==> config.mk <==
export PLATFORM = sky130hd
export DESIGN_NAME = fibonacci_matrix_power_mod_unit
export DESIGN_NICKNAME = d
export VERILOG_FILES = /design/src/design/fmpm_pkg.sv /design/src/design/fibonacci_matrix_power_mod_unit.sv /design/src/design/fmpm_modmul.sv /design/src/design/fmpm_seq.sv
export SDC_FILE = /design/constraint.sdc
export NUM_CORES = 2
export LEC_CHECK = 0
export ABC_AREA = 1
export BUFFER_PORTS_ARGS = -buffer_cell sky130_fd_sc_hd__buf_2
export CAP_MARGIN = 20
export CORE_ASPECT_RATIO = 1.2
export CORE_UTILIZATION = 70
export CTS_BUF_LIST = sky130_fd_sc_hd__clkbuf_4 sky130_fd_sc_hd__clkbuf_8
export CTS_CLUSTER_DIAMETER = 60
export DETAILED_ROUTE_END_ITERATION = 12
export HOLD_SLACK_MARGIN = 0.12
export PLACE_DENSITY_LB_ADDON = 0.15
export SYNTH_ARGS = -nofsm -noshare
export SYNTH_HDL_FRONTEND = slang
export SYNTH_SLANG_ARGS = --single-unit
export TNS_END_PERCENT = 10
==> constraint.sdc <==
create_clock -name clk_i -period 9.85 [get_ports clk_i]
set_input_delay 0.4925 -clock clk_i [delete_from_list [all_inputs] [get_ports clk_i]]
set_output_delay 0.4925 -clock clk_i [all_outputs]
set_load 0.02 [all_outputs]
==> src/design/fmpm_pkg.sv <==
// Shared types, constants and modular add/subtract helpers for the
// Fibonacci matrix power unit. No dependencies.
`timescale 1ns / 1ps

package fmpm_pkg;

  localparam int unsigned MOD_W    = 30;   // residue / modulus width
  localparam int unsigned IDX_W    = 63;   // query index width
  localparam int unsigned CNT_W    = 6;    // holds a bit count up to IDX_W
  localparam int unsigned PROD_NUM = 4;    // products per matrix multiply
  localparam int unsigned PIDX_W   = 2;

  localparam logic [MOD_W-1:0] MOD_RESET = 30'd1000000007;

  typedef enum logic [3:0] {
    S_IDLE,
    S_NMOD_GO,
    S_NMOD_WAIT,
    S_BIT,
    S_MUL_GO,
    S_MUL_WAIT,
    S_ADD_A,
    S_ADD_B,
    S_SUB_C,
    S_DONE
  } fmpm_state_e;

  // Symmetric Fibonacci power [[a, b], [b, c]]
  typedef struct packed {
    logic [MOD_W-1:0] a;
    logic [MOD_W-1:0] b;
    logic [MOD_W-1:0] c;
  } fmpm_mat_t;

  typedef struct packed {
    logic             start;
    logic [IDX_W-1:0] opd;    // multiplier operand, MSB aligned
    logic [CNT_W-1:0] len;    // number of operand bits to scan
    logic [MOD_W-1:0] mult;   // multiplicand, below the modulus
  } fmpm_mul_req_t;

  typedef struct packed {
    logic             done;
    logic [MOD_W-1:0] prod;
  } fmpm_mul_rsp_t;

  typedef struct packed {
    logic [MOD_W-1:0] fib;
    logic [MOD_W-1:0] nmod;
  } fmpm_res_t;

  // (a + b) mod p for a, b < p
  function automatic logic [MOD_W-1:0] mod_add(input logic [MOD_W-1:0] a,
                                               input logic [MOD_W-1:0] b,
                                               input logic [MOD_W-1:0] p);
    logic [MOD_W:0] s;
    logic [MOD_W:0] r;
    s = {1'b0, a} + {1'b0, b};
    r = (s >= {1'b0, p}) ? (s - {1'b0, p}) : s;
    return r[MOD_W-1:0];
  endfunction

  // (a - b) mod p for a, b < p
  function automatic logic [MOD_W-1:0] mod_sub(input logic [MOD_W-1:0] a,
                                               input logic [MOD_W-1:0] b,
                                               input logic [MOD_W-1:0] p);
    logic [MOD_W:0] r;
    r = (a >= b) ? ({1'b0, a} - {1'b0, b}) : ({1'b0, a} + {1'b0, p} - {1'b0, b});
    return r[MOD_W-1:0];
  endfunction

endpackage

==> src/design/fibonacci_matrix_power_mod_unit.sv <==
// Order: n mod p first, then for each bit of 2n-1 from the LSB up, a multiply into the
//   result when the bit is set followed by a squaring; then the output register is loaded.
// Throughput: one item at a time; every product goes through the single bit-serial
//   modular multiplier at one operand bit per cycle.
// A finished result waits in the output register while the next item is taken.
// Reset (async, active low) empties the block and loads the modulus with 1000000007.
`timescale 1ns / 1ps

module fibonacci_matrix_power_mod_unit #(
  parameter int unsigned EXP_WIDTH = 63
) (
  input  logic                         clk_i,
  input  logic                         rst_ni,
  input  logic                         cfg_we_i,
  input  logic [fmpm_pkg::MOD_W-1:0]   cfg_wdata_i,
  input  logic                         in_valid_i,
  output logic                         in_stall_o,
  input  logic [fmpm_pkg::IDX_W-1:0]   query_index_i,
  output logic                         out_valid_o,
  input  logic                         out_stall_i,
  output logic [fmpm_pkg::MOD_W-1:0]   fib_even_o,
  output logic [fmpm_pkg::MOD_W-1:0]   answer_o
);
  import fmpm_pkg::*;

  logic [MOD_W-1:0] modulus_q;
  logic [MOD_W-1:0] p_eff;
  logic             seq_ready;
  logic             res_valid;
  logic             res_take;
  logic             in_xfer;
  fmpm_res_t        res;
  fmpm_mul_req_t    mul_req;
  fmpm_mul_rsp_t    mul_rsp;
  logic             out_valid_q;
  logic [MOD_W-1:0] fib_q;
  logic [MOD_W-1:0] ans_q;

  // modulus of 0 or 1 acts as 1
  assign p_eff = (modulus_q < MOD_W'(2)) ? MOD_W'(1) : modulus_q;

  assign in_stall_o = !seq_ready;
  assign in_xfer    = in_valid_i && seq_ready;
  assign res_take   = res_valid && (!out_valid_q || !out_stall_i);

  always_ff @(posedge clk_i or negedge rst_ni) begin
    if (!rst_ni) begin
      modulus_q <= MOD_RESET;
    end else if (cfg_we_i) begin
      modulus_q <= cfg_wdata_i;
    end
  end

  fmpm_modmul u_modmul (
    .clk_i  (clk_i),
    .rst_ni (rst_ni),
    .p_i    (p_eff),
    .req_i  (mul_req),
    .rsp_o  (mul_rsp)
  );

  fmpm_seq #(
    .EXP_WIDTH (EXP_WIDTH)
  ) u_seq (
    .clk_i       (clk_i),
    .rst_ni      (rst_ni),
    .p_i         (p_eff),
    .start_i     (in_xfer),
    .n_i         (query_index_i),
    .ready_o     (seq_ready),
    .res_valid_o (res_valid),
    .res_take_i  (res_take),
    .res_o       (res),
    .mul_req_o   (mul_req),
    .mul_rsp_i   (mul_rsp)
  );

  always_ff @(posedge clk_i or negedge rst_ni) begin
    if (!rst_ni) begin
      out_valid_q <= 1'b0;
    end else if (res_take) begin
      out_valid_q <= 1'b1;
    end else if (!out_stall_i) begin
      out_valid_q <= 1'b0;
    end
  end

  always_ff @(posedge clk_i) begin
    if (res_take) begin
      fib_q <= res.fib;
      ans_q <= mod_sub(res.fib, res.nmod, p_eff);
    end
  end

  assign out_valid_o = out_valid_q;
  assign fib_even_o  = fib_q;
  assign answer_o    = ans_q;

endmodule

==> src/design/fmpm_modmul.sv <==
// Bit-serial interleaved modular multiplier: r = opd * mult mod p,
// one operand bit per cycle, MSB first. Depends on fmpm_pkg.
`timescale 1ns / 1ps

module fmpm_modmul (
  input  logic                         clk_i,
  input  logic                         rst_ni,
  input  logic [fmpm_pkg::MOD_W-1:0]   p_i,
  input  fmpm_pkg::fmpm_mul_req_t      req_i,
  output fmpm_pkg::fmpm_mul_rsp_t      rsp_o
);
  import fmpm_pkg::*;

  logic             busy_q;
  logic             done_q;
  logic [CNT_W-1:0] cnt_q;
  logic [IDX_W-1:0] opd_q;
  logic [MOD_W-1:0] mult_q;
  logic [MOD_W-1:0] r_q;
  logic [MOD_W-1:0] r_d;

  logic [MOD_W+1:0] t;
  logic [MOD_W+1:0] p1;
  logic [MOD_W+1:0] p2;
  logic             last;

  // 2r + bit*mult < 3p, so at most two moduli come off
  always_comb begin
    p1 = {2'b00, p_i};
    p2 = {1'b0, p_i, 1'b0};
    t  = {1'b0, r_q, 1'b0} + (opd_q[IDX_W-1] ? {2'b00, mult_q} : '0);
    if (t >= p2) begin
      r_d = t[MOD_W-1:0] - p2[MOD_W-1:0];
    end else if (t >= p1) begin
      r_d = t[MOD_W-1:0] - p1[MOD_W-1:0];
    end else begin
      r_d = t[MOD_W-1:0];
    end
  end

  assign last = (cnt_q == {{(CNT_W-1){1'b0}}, 1'b1});

  always_ff @(posedge clk_i or negedge rst_ni) begin
    if (!rst_ni) begin
      busy_q <= 1'b0;
      done_q <= 1'b0;
      cnt_q  <= '0;
    end else begin
      done_q <= busy_q && last;
      if (req_i.start) begin
        busy_q <= 1'b1;
        cnt_q  <= req_i.len;
      end else if (busy_q) begin
        cnt_q <= cnt_q - {{(CNT_W-1){1'b0}}, 1'b1};
        if (last) begin
          busy_q <= 1'b0;
        end
      end
    end
  end

  always_ff @(posedge clk_i) begin
    if (req_i.start) begin
      r_q    <= '0;
      opd_q  <= req_i.opd;
      mult_q <= req_i.mult;
    end else if (busy_q) begin
      r_q   <= r_d;
      opd_q <= {opd_q[IDX_W-2:0], 1'b0};
    end
  end

  assign rsp_o.done = done_q;
  assign rsp_o.prod = r_q;

endmodule

==> src/design/fmpm_seq.sv <==
// Sequencer: n mod p, then square-and-multiply over the exponent bits, drives the shared
// modular multiplier and holds both matrices. Depends on fmpm_pkg.
`timescale 1ns / 1ps

module fmpm_seq #(
  parameter int unsigned EXP_WIDTH = 63
) (
  input  logic                         clk_i,
  input  logic                         rst_ni,
  input  logic [fmpm_pkg::MOD_W-1:0]   p_i,
  input  logic                         start_i,
  input  logic [fmpm_pkg::IDX_W-1:0]   n_i,
  output logic                         ready_o,
  output logic                         res_valid_o,
  input  logic                         res_take_i,
  output fmpm_pkg::fmpm_res_t          res_o,
  output fmpm_pkg::fmpm_mul_req_t      mul_req_o,
  input  fmpm_pkg::fmpm_mul_rsp_t      mul_rsp_i
);
  import fmpm_pkg::*;

  fmpm_state_e state_q, state_d;

  logic                 sel_acc_q;   // 1: acc = acc * base, 0: base = base * base
  logic [PIDX_W-1:0]    pidx_q;
  logic [IDX_W-1:0]     n_q;
  logic [EXP_WIDTH-1:0] e_q;
  logic [MOD_W-1:0]     nmod_q;
  fmpm_mat_t            acc_q;
  fmpm_mat_t            base_q;
  logic [MOD_W-1:0]     prod_q [PROD_NUM];

  logic [MOD_W-1:0]     one;
  logic [IDX_W:0]       dbl;
  logic [EXP_WIDTH-1:0] e_init;
  fmpm_mat_t            lhs_m;
  logic [MOD_W-1:0]     lhs;
  logic [MOD_W-1:0]     rhs;
  logic [MOD_W-1:0]     sum_a;
  logic [MOD_W-1:0]     sum_b;
  logic [MOD_W-1:0]     diff_c;
  logic                 last_prod;

  assign one    = (p_i == {{(MOD_W-1){1'b0}}, 1'b1}) ? '0 : {{(MOD_W-1){1'b0}}, 1'b1};
  assign dbl    = {n_i, 1'b0} - {{IDX_W{1'b0}}, 1'b1};
  assign e_init = dbl[EXP_WIDTH-1:0];

  assign lhs_m     = sel_acc_q ? acc_q : base_q;
  assign last_prod = (pidx_q == PIDX_W'(PROD_NUM - 1));

  // New entries: a = Xa*Ya + Xb*Yb, b = Xa*Yb + Xb*Yc, c = a - b
  always_comb begin
    case (pidx_q)
      2'd0:    begin lhs = lhs_m.a; rhs = base_q.a; end
      2'd1:    begin lhs = lhs_m.b; rhs = base_q.b; end
      2'd2:    begin lhs = lhs_m.a; rhs = base_q.b; end
      default: begin lhs = lhs_m.b; rhs = base_q.c; end
    endcase
  end

  assign sum_a  = mod_add(prod_q[0], prod_q[1], p_i);
  assign sum_b  = mod_add(prod_q[2], prod_q[3], p_i);
  assign diff_c = mod_sub(lhs_m.a, lhs_m.b, p_i);

  // Next state
  always_comb begin
    state_d = state_q;
    unique case (state_q)
      S_IDLE:      if (start_i) state_d = S_NMOD_GO;
      S_NMOD_GO:   state_d = S_NMOD_WAIT;
      S_NMOD_WAIT: if (mul_rsp_i.done) state_d = S_BIT;
      S_BIT:       state_d = (e_q == '0) ? S_DONE : S_MUL_GO;
      S_MUL_GO:    state_d = S_MUL_WAIT;
      S_MUL_WAIT: begin
        if (mul_rsp_i.done) begin
          state_d = last_prod ? S_ADD_A : S_MUL_GO;
        end
      end
      S_ADD_A:     state_d = S_ADD_B;
      S_ADD_B:     state_d = S_SUB_C;
      S_SUB_C:     state_d = sel_acc_q ? S_MUL_GO : S_BIT;
      S_DONE:      if (res_take_i) state_d = S_IDLE;
      default:     state_d = S_IDLE;
    endcase
  end

  // Outputs
  always_comb begin
    mul_req_o   = '0;
    ready_o     = 1'b0;
    res_valid_o = 1'b0;
    unique case (state_q)
      S_IDLE: ready_o = 1'b1;
      S_NMOD_GO: begin
        mul_req_o.start = 1'b1;
        mul_req_o.opd   = n_q;
        mul_req_o.len   = CNT_W'(IDX_W);
        mul_req_o.mult  = one;
      end
      S_MUL_GO: begin
        mul_req_o.start = 1'b1;
        mul_req_o.opd   = {lhs, {(IDX_W-MOD_W){1'b0}}};
        mul_req_o.len   = CNT_W'(MOD_W);
        mul_req_o.mult  = rhs;
      end
      S_DONE: res_valid_o = 1'b1;
      default: ;
    endcase
  end

  assign res_o.fib  = acc_q.a;
  assign res_o.nmod = nmod_q;

  always_ff @(posedge clk_i or negedge rst_ni) begin
    if (!rst_ni) begin
      state_q   <= S_IDLE;
      sel_acc_q <= 1'b0;
      pidx_q    <= '0;
    end else begin
      state_q <= state_d;
      case (state_q)
        S_BIT: begin
          sel_acc_q <= e_q[0];
          pidx_q    <= '0;
        end
        S_MUL_WAIT: if (mul_rsp_i.done) pidx_q <= pidx_q + PIDX_W'(1);
        S_SUB_C: begin
          sel_acc_q <= 1'b0;
          pidx_q    <= '0;
        end
        default: ;
      endcase
    end
  end

  always_ff @(posedge clk_i) begin
    case (state_q)
      S_IDLE: begin
        if (start_i) begin
          n_q    <= n_i;
          e_q    <= e_init;
          acc_q  <= {one, {MOD_W{1'b0}}, one};
          base_q <= {one, one, {MOD_W{1'b0}}};
        end
      end
      S_NMOD_WAIT: if (mul_rsp_i.done) nmod_q <= mul_rsp_i.prod;
      S_MUL_WAIT:  if (mul_rsp_i.done) prod_q[pidx_q] <= mul_rsp_i.prod;
      S_ADD_A: begin
        if (sel_acc_q) acc_q.a <= sum_a;
        else           base_q.a <= sum_a;
      end
      S_ADD_B: begin
        if (sel_acc_q) acc_q.b <= sum_b;
        else           base_q.b <= sum_b;
      end
      S_SUB_C: begin
        if (sel_acc_q) begin
          acc_q.c <= diff_c;
        end else begin
          base_q.c <= diff_c;
          e_q      <= e_q >> 1;
        end
      end
      default: ;
    endcase
  end

endmodule

**Word-level counts from Yosys, hierarchy flattened**

Memories as Yosys holds them, arrays and structs flattened.
Cells that the tools add are included.

- Input port bits: 98
- RAM bits: 120
- Memories: 1
- Logic and storage cells: 155
- Register bits: 565

Memories:

| name | words | width | read ports | clocked after memory_dff | wr ports | line | text |
|---|---|---|---|---|---|---|---|
| u_seq.prod_q | 4 | 30 | 4 | 0 | 1 | fmpm_seq.sv:31 | `logic [MOD_W-1:0] prod_q [PROD_NUM];` |

- Add/subtract/negate cells: 16
- Order comparisons: 7
- Muxes and demuxes: 55
- Equality and inequality tests: 25
- Reduce and logical (&&, ||, !) cells: 29

Operators by type and width:

| kind | count |
|---|---|
| $mux W30 | 15 |
| $pmux W30 S2 | 7 |
| $mux W90 | 3 |
| $mux W63 | 4 |
| $sub A30 B30 Y30 | 8 |
| $pmux W100 S2 | 1 |
| $pmux W63 S2 | 1 |
| $logic_not A63 Y1 | 1 |
| $sub A63 B1 Y63 const B | 1 |
| $add A30 B30 Y31 | 2 |
| $ge A31 B30 Y1 | 2 |
| $add A30 B30 Y30 | 2 |
| $ge A30 B30 Y1 | 2 |
| $pmux W4 S10 | 1 |
| $add A31 B32 Y32 | 1 |
| $ge A32 B30 Y1 | 1 |
| $ge A32 B31 Y1 | 1 |
| $eq A30 B1 Y1 const B | 1 |
| $lt A30 B2 Y1 const B | 1 |
| $mux W4 | 5 |
| $reduce_and A3 Y1 | 6 |
| $eq A4 B3 Y1 const B | 4 |
| $ne A2 B2 Y1 const B | 7 |
| $mux W6 | 2 |
| 23 further kinds | 53 |

**Longest topological paths before layout**

- Word-level depth: 7
- Depth in mapped cells: 35
- Depth with buffers taken out: 33

**Hierarchy**

Synthesis repeated with hierarchy kept, for this count alone.

- Cell total of the unflattened synthesis: 7466
- Area total of the unflattened synthesis: 53635.2 um2

Modules (own cells, without submodules):

| module | cells an instance | area an instance (um2) | times used | sequential area each (um2) |
|---|---|---|---|---|
| fmpm_seq | 4323 | 32647.6 | 1 | 12967.4 |
| fmpm_modmul | 1762 | 11945.2 | 1 | 3593.4 |
| fibonacci_matrix_power_mod_unit | 1381 | 9042.4 | 1 | 2597.5 |

**Worst setup path before layout**

OpenSTA, ideal clock, no wires.

- Path type: flip-flop to flip-flop
- Start: register u_seq.state_q[0]
- End: register u_seq.base_q[0] in the netlist's numbering, enable pin
- Path buffers: 0
- Required time: 9395 ps
- Cell stages (with the launch flop): 8
- Arrival time: 6056 ps
- Slack: 3340 ps
- Clock period less this slack: 6510 ps
- Cells stage by stage: dfrtp_1 > nor2_1 > inv_1 > nor2_1 > inv_1 > nor2_1 > inv_1 > nand2_1

- Longest elaborated chain between the ends: 5

RTL lines:

| element | line | text |
|---|---|---|
| start, declared | fmpm_seq.sv:22 | `fmpm_state_e state_q, state_d;` |
| start signal, assigned | fmpm_seq.sv:120 | `state_q <= state_d;` |
| $logic_not A4 Y1 | fmpm_seq.sv:92, fmpm_seq.sv:137 |  |
| $mux W1 | fmpm_seq.sv:92 | `unique case (state_q)` |
| $logic_and A1 B1 Y1 | fibonacci_matrix_power_mod_unit.sv:43 | `assign in_xfer = in_valid_i && seq_ready;` |
| $ne A2 B2 Y1 (no line) | - |  |
| $reduce_and A3 Y1 (no line) (*) | - |  |
| end signal, assigned | fmpm_seq.sv:143 | `base_q <= {one, one, {MOD_W{1'b0}}};` |
| end, declared | fmpm_seq.sv:30 | `fmpm_mat_t base_q;` |

Mark *: on every way between the ends. The rest lies on a longest branch, timed or not.
A chain may end at the register's enable or synchronous reset.

**Final worst setup path**

- Start: register modulus_q[21]
- End: register u_seq.base_q[64] in the netlist's numbering, data pin

- Longest elaborated chain between the ends: 6

RTL lines:

| element | line | text |
|---|---|---|
| start, declared | fibonacci_matrix_power_mod_unit.sv:26 | `logic [MOD_W-1:0] modulus_q;` |
| start signal, assigned | fibonacci_matrix_power_mod_unit.sv:50 | `modulus_q <= cfg_wdata_i;` |
| $lt A30 B2 Y1 | fibonacci_matrix_power_mod_unit.sv:40 | `assign p_eff = (modulus_q < MOD_W'(2)) ? MOD_W'(1) : modulus_q;` |
| $mux W30 (*) | fibonacci_matrix_power_mod_unit.sv:40 |  |
| $sub A30 B30 Y30 / $ge A31 B30 Y1 (equally long branches) | fmpm_pkg.sv:59 | `r = (s >= {1'b0, p}) ? (s - {1'b0, p}) : s;` |
| $mux W30 (*) | fmpm_pkg.sv:59 |  |
| $mux W30 (*) | fmpm_seq.sv:149 | `if (sel_acc_q) acc_q.a <= sum_a;` |
| $pmux W30 S2 (*) | fmpm_seq.sv:137 | `case (state_q)` |

Mark *: on every way between the ends. The rest lies on a longest branch, timed or not. The select of a mux whose other input is x is not followed.

==> run_results.csv <==
group,metric,value,unit
yosys,ys_ff_latch,655,
cts,path_clk_slew,0.08,ns
global_routing,grt_pass1_wl,262,mm
route,drt_wl_total,177,mm
yosys,synth-xor-area-share,5.66,%
worst_setup_path,critPathLaunch,"modulus_q[21]",
timing,finalMaxSlewViolations,0,
timing,final-hold-violation-count,0,
cts,clk_latency,0.80,ns
global_routing,antenna_found_initial,8,
cts,ctsLongestPathBuffers,3,
timing,skew,0.0765,ns
timing,fin_crit_sh,69.1,%
worst_setup_path,crit_end,"u_seq.base_q[64]",
power,max-vdd-ir-drop,0.000440,V
timing,rsz0062_at_grt,"no",
timing,hold_ws,0.218,ns
global_routing,grt_pass1_vias,43900,
yosys,syn_area,46500,µm²
placement,hpwlAfterDp,126,mm
yosys,yosys_warnings,0,
placement,io_buffers,159,
timing,slew_headroom,13.7,%
final_layout,nets,6357,
yosys,netlist_instances,5619,
final_layout,drive_above_1_share,8.81,%
worst_setup_path,worstPathArrival,7.27,ns
cts,tritoncts,"done",
placement,dpl.cell_count,6521,
route,drt_iter0_drc,6912,
yosys,synthAdderAreaFrac,10.9,%
global_routing,overflow,0,
worst_setup_path,crit_fanout,35,
route,wire_per_inst,26.0,µm
cts,post_cts_buffers,0,
yosys,synth_area_per_cell,8.27,µm²
timing,fin_tns_setup,0,ns
route,vias,45600,
floorplanning,rows,103,
placement,gp_congestion,1.12,
cts,cts_sinks,655,
final_layout,fill_cells,4472,
yosys,synth.distinct_cells,73,
final_layout,area_growth,10.4,%
cts,cts_root_buf,"clkbuf_8",
power,powerDensity,361,nW/µm²
worst_setup_path,r2r_slack,3.04,ns
worst_setup_path,worst_r2r_endpoint,"u_seq.base_q[64]",
outcome,status,"complete, no violations",
cts,cts_buffers,104,
yosys,synthMuxAreaShare,0.517,%
min_path,holdPathStages,3,
route,ant_nets,0,
route,dr.pass1.iters,9,
worst_setup_path,crit_required,10.31,ns
floorplanning,dieArea,67400,µm²
job,maxCapViolations,0,
floorplanning,die_h,284,µm
yosys,synth_ff_type,"edfxtp_1",
global_routing,grt_start_max_net_pins,87,
timing,fin_crit,6.81,ns
floorplanning,start_util,70.7,%
yosys,yosys.area_share.simple,21.0,%
power,p_leak,22.7,nW
yosys,synth_edf_count,579,
placement,pre_cts_slack,3.66,ns
yosys,synth_compound_area_share,14.2,%
floorplanning,core_region_area,65700,µm²
worst_setup_path,r2r_cells,20,
global_routing,track_usage,52.2,%
yosys,synth_top_family_by_area,"simple AND/OR/NAND/NOR gates",
yosys,async_reset_ff_share,7.02,%
route,drc,0,
worst_setup_path,cp-end-kind,"flip-flop",
floorplanning,io_pins,160,
timing,tightestPinTransition,1.28,ns
worst_setup_path,r2r-start,"modulus_q[21]",
timing,finalSetupViolCount,0,
timing,setup_ws,3.04,ns
cts,htreeDepth,3,
floorplanning,die_x,237,µm
yosys,seq_area_frac_synth,41.2,%
worst_setup_path,crit_path_start_kind,"flip-flop",
yosys,synth_nets,6094,
timing,fmax,147,MHz
min_path,hp-class,"input port to flip-flop",
route,vias_per_cell,6.69,
worst_setup_path,criticalPathCategory,"flip-flop to flip-flop",
final_layout,finalNonFillerCells,6818,
## worst min path at each step
stage	from	end	slack [ns]
2_1_floorplan	rst_ni	modulus_q[10]	0.20
3_3_place_gp	u_seq.res_o[30]	fib_even_o[0]	0.47
3_5_place_dp	u_seq.res_o[30]	fib_even_o[0]	0.47
4_1_cts	in_valid_i	u_seq.state_q[1]	0.15
5_1_grt	in_valid_i	u_seq.state_q[0]	0.29
6_report	in_valid_i	u_seq.state_q[1]	0.22
## cell usage after synthesis (7+ instances only)
master	instances	area, µm²
a21boi_0	10	75.1
a21o_1	20	150
a21oi_1	502	2510
a22o_1	33	289
a31oi_1	31	194
buf_1	8	30.0
buf_6	9	101
clkbuf_1	116	435
dfrtp_1	30	751
dfstp_2	16	420
dfxtp_1	30	601
edfxtp_1	579	17400
fa_1	45	901
ha_1	332	4150
inv_1	620	2330
inv_2	12	45.0
mux2i_1	24	240
nand2_1	1331	5000
nand2_2	22	138
nand3_1	274	1370
nand3_2	7	70.1
nand3b_1	11	82.6
nand4_1	69	432
nor2_1	437	1640
nor2_2	23	144
nor3_1	65	325
nor4_1	28	175
o211ai_1	52	390
o21a_1	19	143
o21ai_0	368	1840
o21ai_1	39	195
o21bai_1	52	390
o221ai_1	8	70.1
or2_2	10	62.6
xnor2_1	131	1150
xor2_1	169	1480
## per-stage QoR
stage	cell area (µm²)	utilization, %	total power [mW]
after CTS	51300	78.0	17.8
after global routing	51300	78.0	19.5
after detailed placement	48100	73.2	15.2
after floorplan	46500	-	12.3
after global placement	48100	73.2	15.1
final	51300	78.0	18.5
## worst max-delay path, stage by stage, from the launching register on
cell and delay, ns:
dfrtp_1 0.66, inv_1 0.72, nand3_1 0.25, nor4_1 0.68
nand3_1 0.35, nand2_1 0.56, ha_1 0.30, nor3_1 0.07
nor2_1 0.18, o21ai_0 0.30, a21oi_1 0.60, o21ai_0 0.27
nand2_1 0.10, o21ai_0 0.08, nand2_1 0.06, nand2_1 0.05
nand2_1 0.06, nand2_1 0.40, buf_4 0.44, o21ai_0 0.23
a21oi_1 0.07
## power breakdown
group	switching, mW	internal [mW]
combinational	7.61	3.72
clock	1.25	1.32
sequential	0.677	3.94
## layer usage
layer	wire, µm	GRT usage, %	vias to the layer above
li1	-	-	19800
met1	58300	60.9	20800
met2	75100	77.9	3882
met3	23300	14.2	1184
met4	20800	49.5	8
met5	34	0	-
## cells by family after synthesis
group           Yosys count
buf+inv                 779
xor+xnor                300
flops                   655
mux                      24
compound gates         1174
fa+ha+maj               377
simple gates           2310
## timing repair
| action | 4_1_cts | 5_1_grt |
|---|---|---|
| gates resized for setup | 0 | 0 |
| hold endpoints to repair | 125 | 0 |
| hold buffers | 95 | 0 |
## layout by cell type, fill, tap and decap left out, drive strengths merged, types with 4 or more instances in the layout
cell	instances
edfxtp	579
fa	45
o21ai	409
o2111ai	4
buf	205
o21bai	52
clkinvlp	5
bufinv	4
clkbuf	146
a31o	4
a31oi	31
dfrtp	30
xor2	169
diode	5
o221ai	8
dfstp	16
a21o	20
nor3	71
nor2	463
o31ai	5
ha	332
a21boi	11
a21oi	507
a22o	33
nand3	281
xnor2	131
nand3b	12
dlygate4sd3	95
and2	4
mux2i	24
nor4	29
clkinv	40
nand2	1356
or2	12
and3	4
nand4	70
o211ai	52
o21a	19
dfxtp	30
inv	638
## registers in the layout, indices dropped and copies added (netlist names), 2 cells and up
| signal | flops |
|---|---|
| u_modmul.mult_q | 30 |
| modulus_q | 30 |
| answer_o | 30 |
| u_seq.pidx_q | 2 |
| u_modmul.r_q | 30 |
| u_seq.res_o | 30 |
| u_seq.acc_q | 30 |
| fib_even_o | 30 |
| u_modmul.cnt_q | 6 |
| u_seq.n_q | 63 |
| u_seq.prod_q | 120 |
| u_seq.state_q | 4 |
| u_modmul.opd_q | 63 |
| u_seq.base_q | 90 |
| u_seq.e_q | 63 |
| u_seq.nmod_q | 30 |
## cell type report
| class | count | area, µm² | area share, % |
|---|---|---|---|
| timing repair buffer | 300 | 2090 | 4.08 |
| sequential | 655 | 19200 | 37.4 |
| inverter | 636 | 2390 | 4.67 |
| multi-input combinational | 4185 | 24400 | 47.5 |
| clock buffer | 146 | 1830 | 3.56 |
| tap | 840 | 1050 | 2.05 |
| antenna | 5 | 12.5 | 0.0244 |
| clock inverter | 51 | 393 | 0.766 |
(Power assumes the default switching activity.)
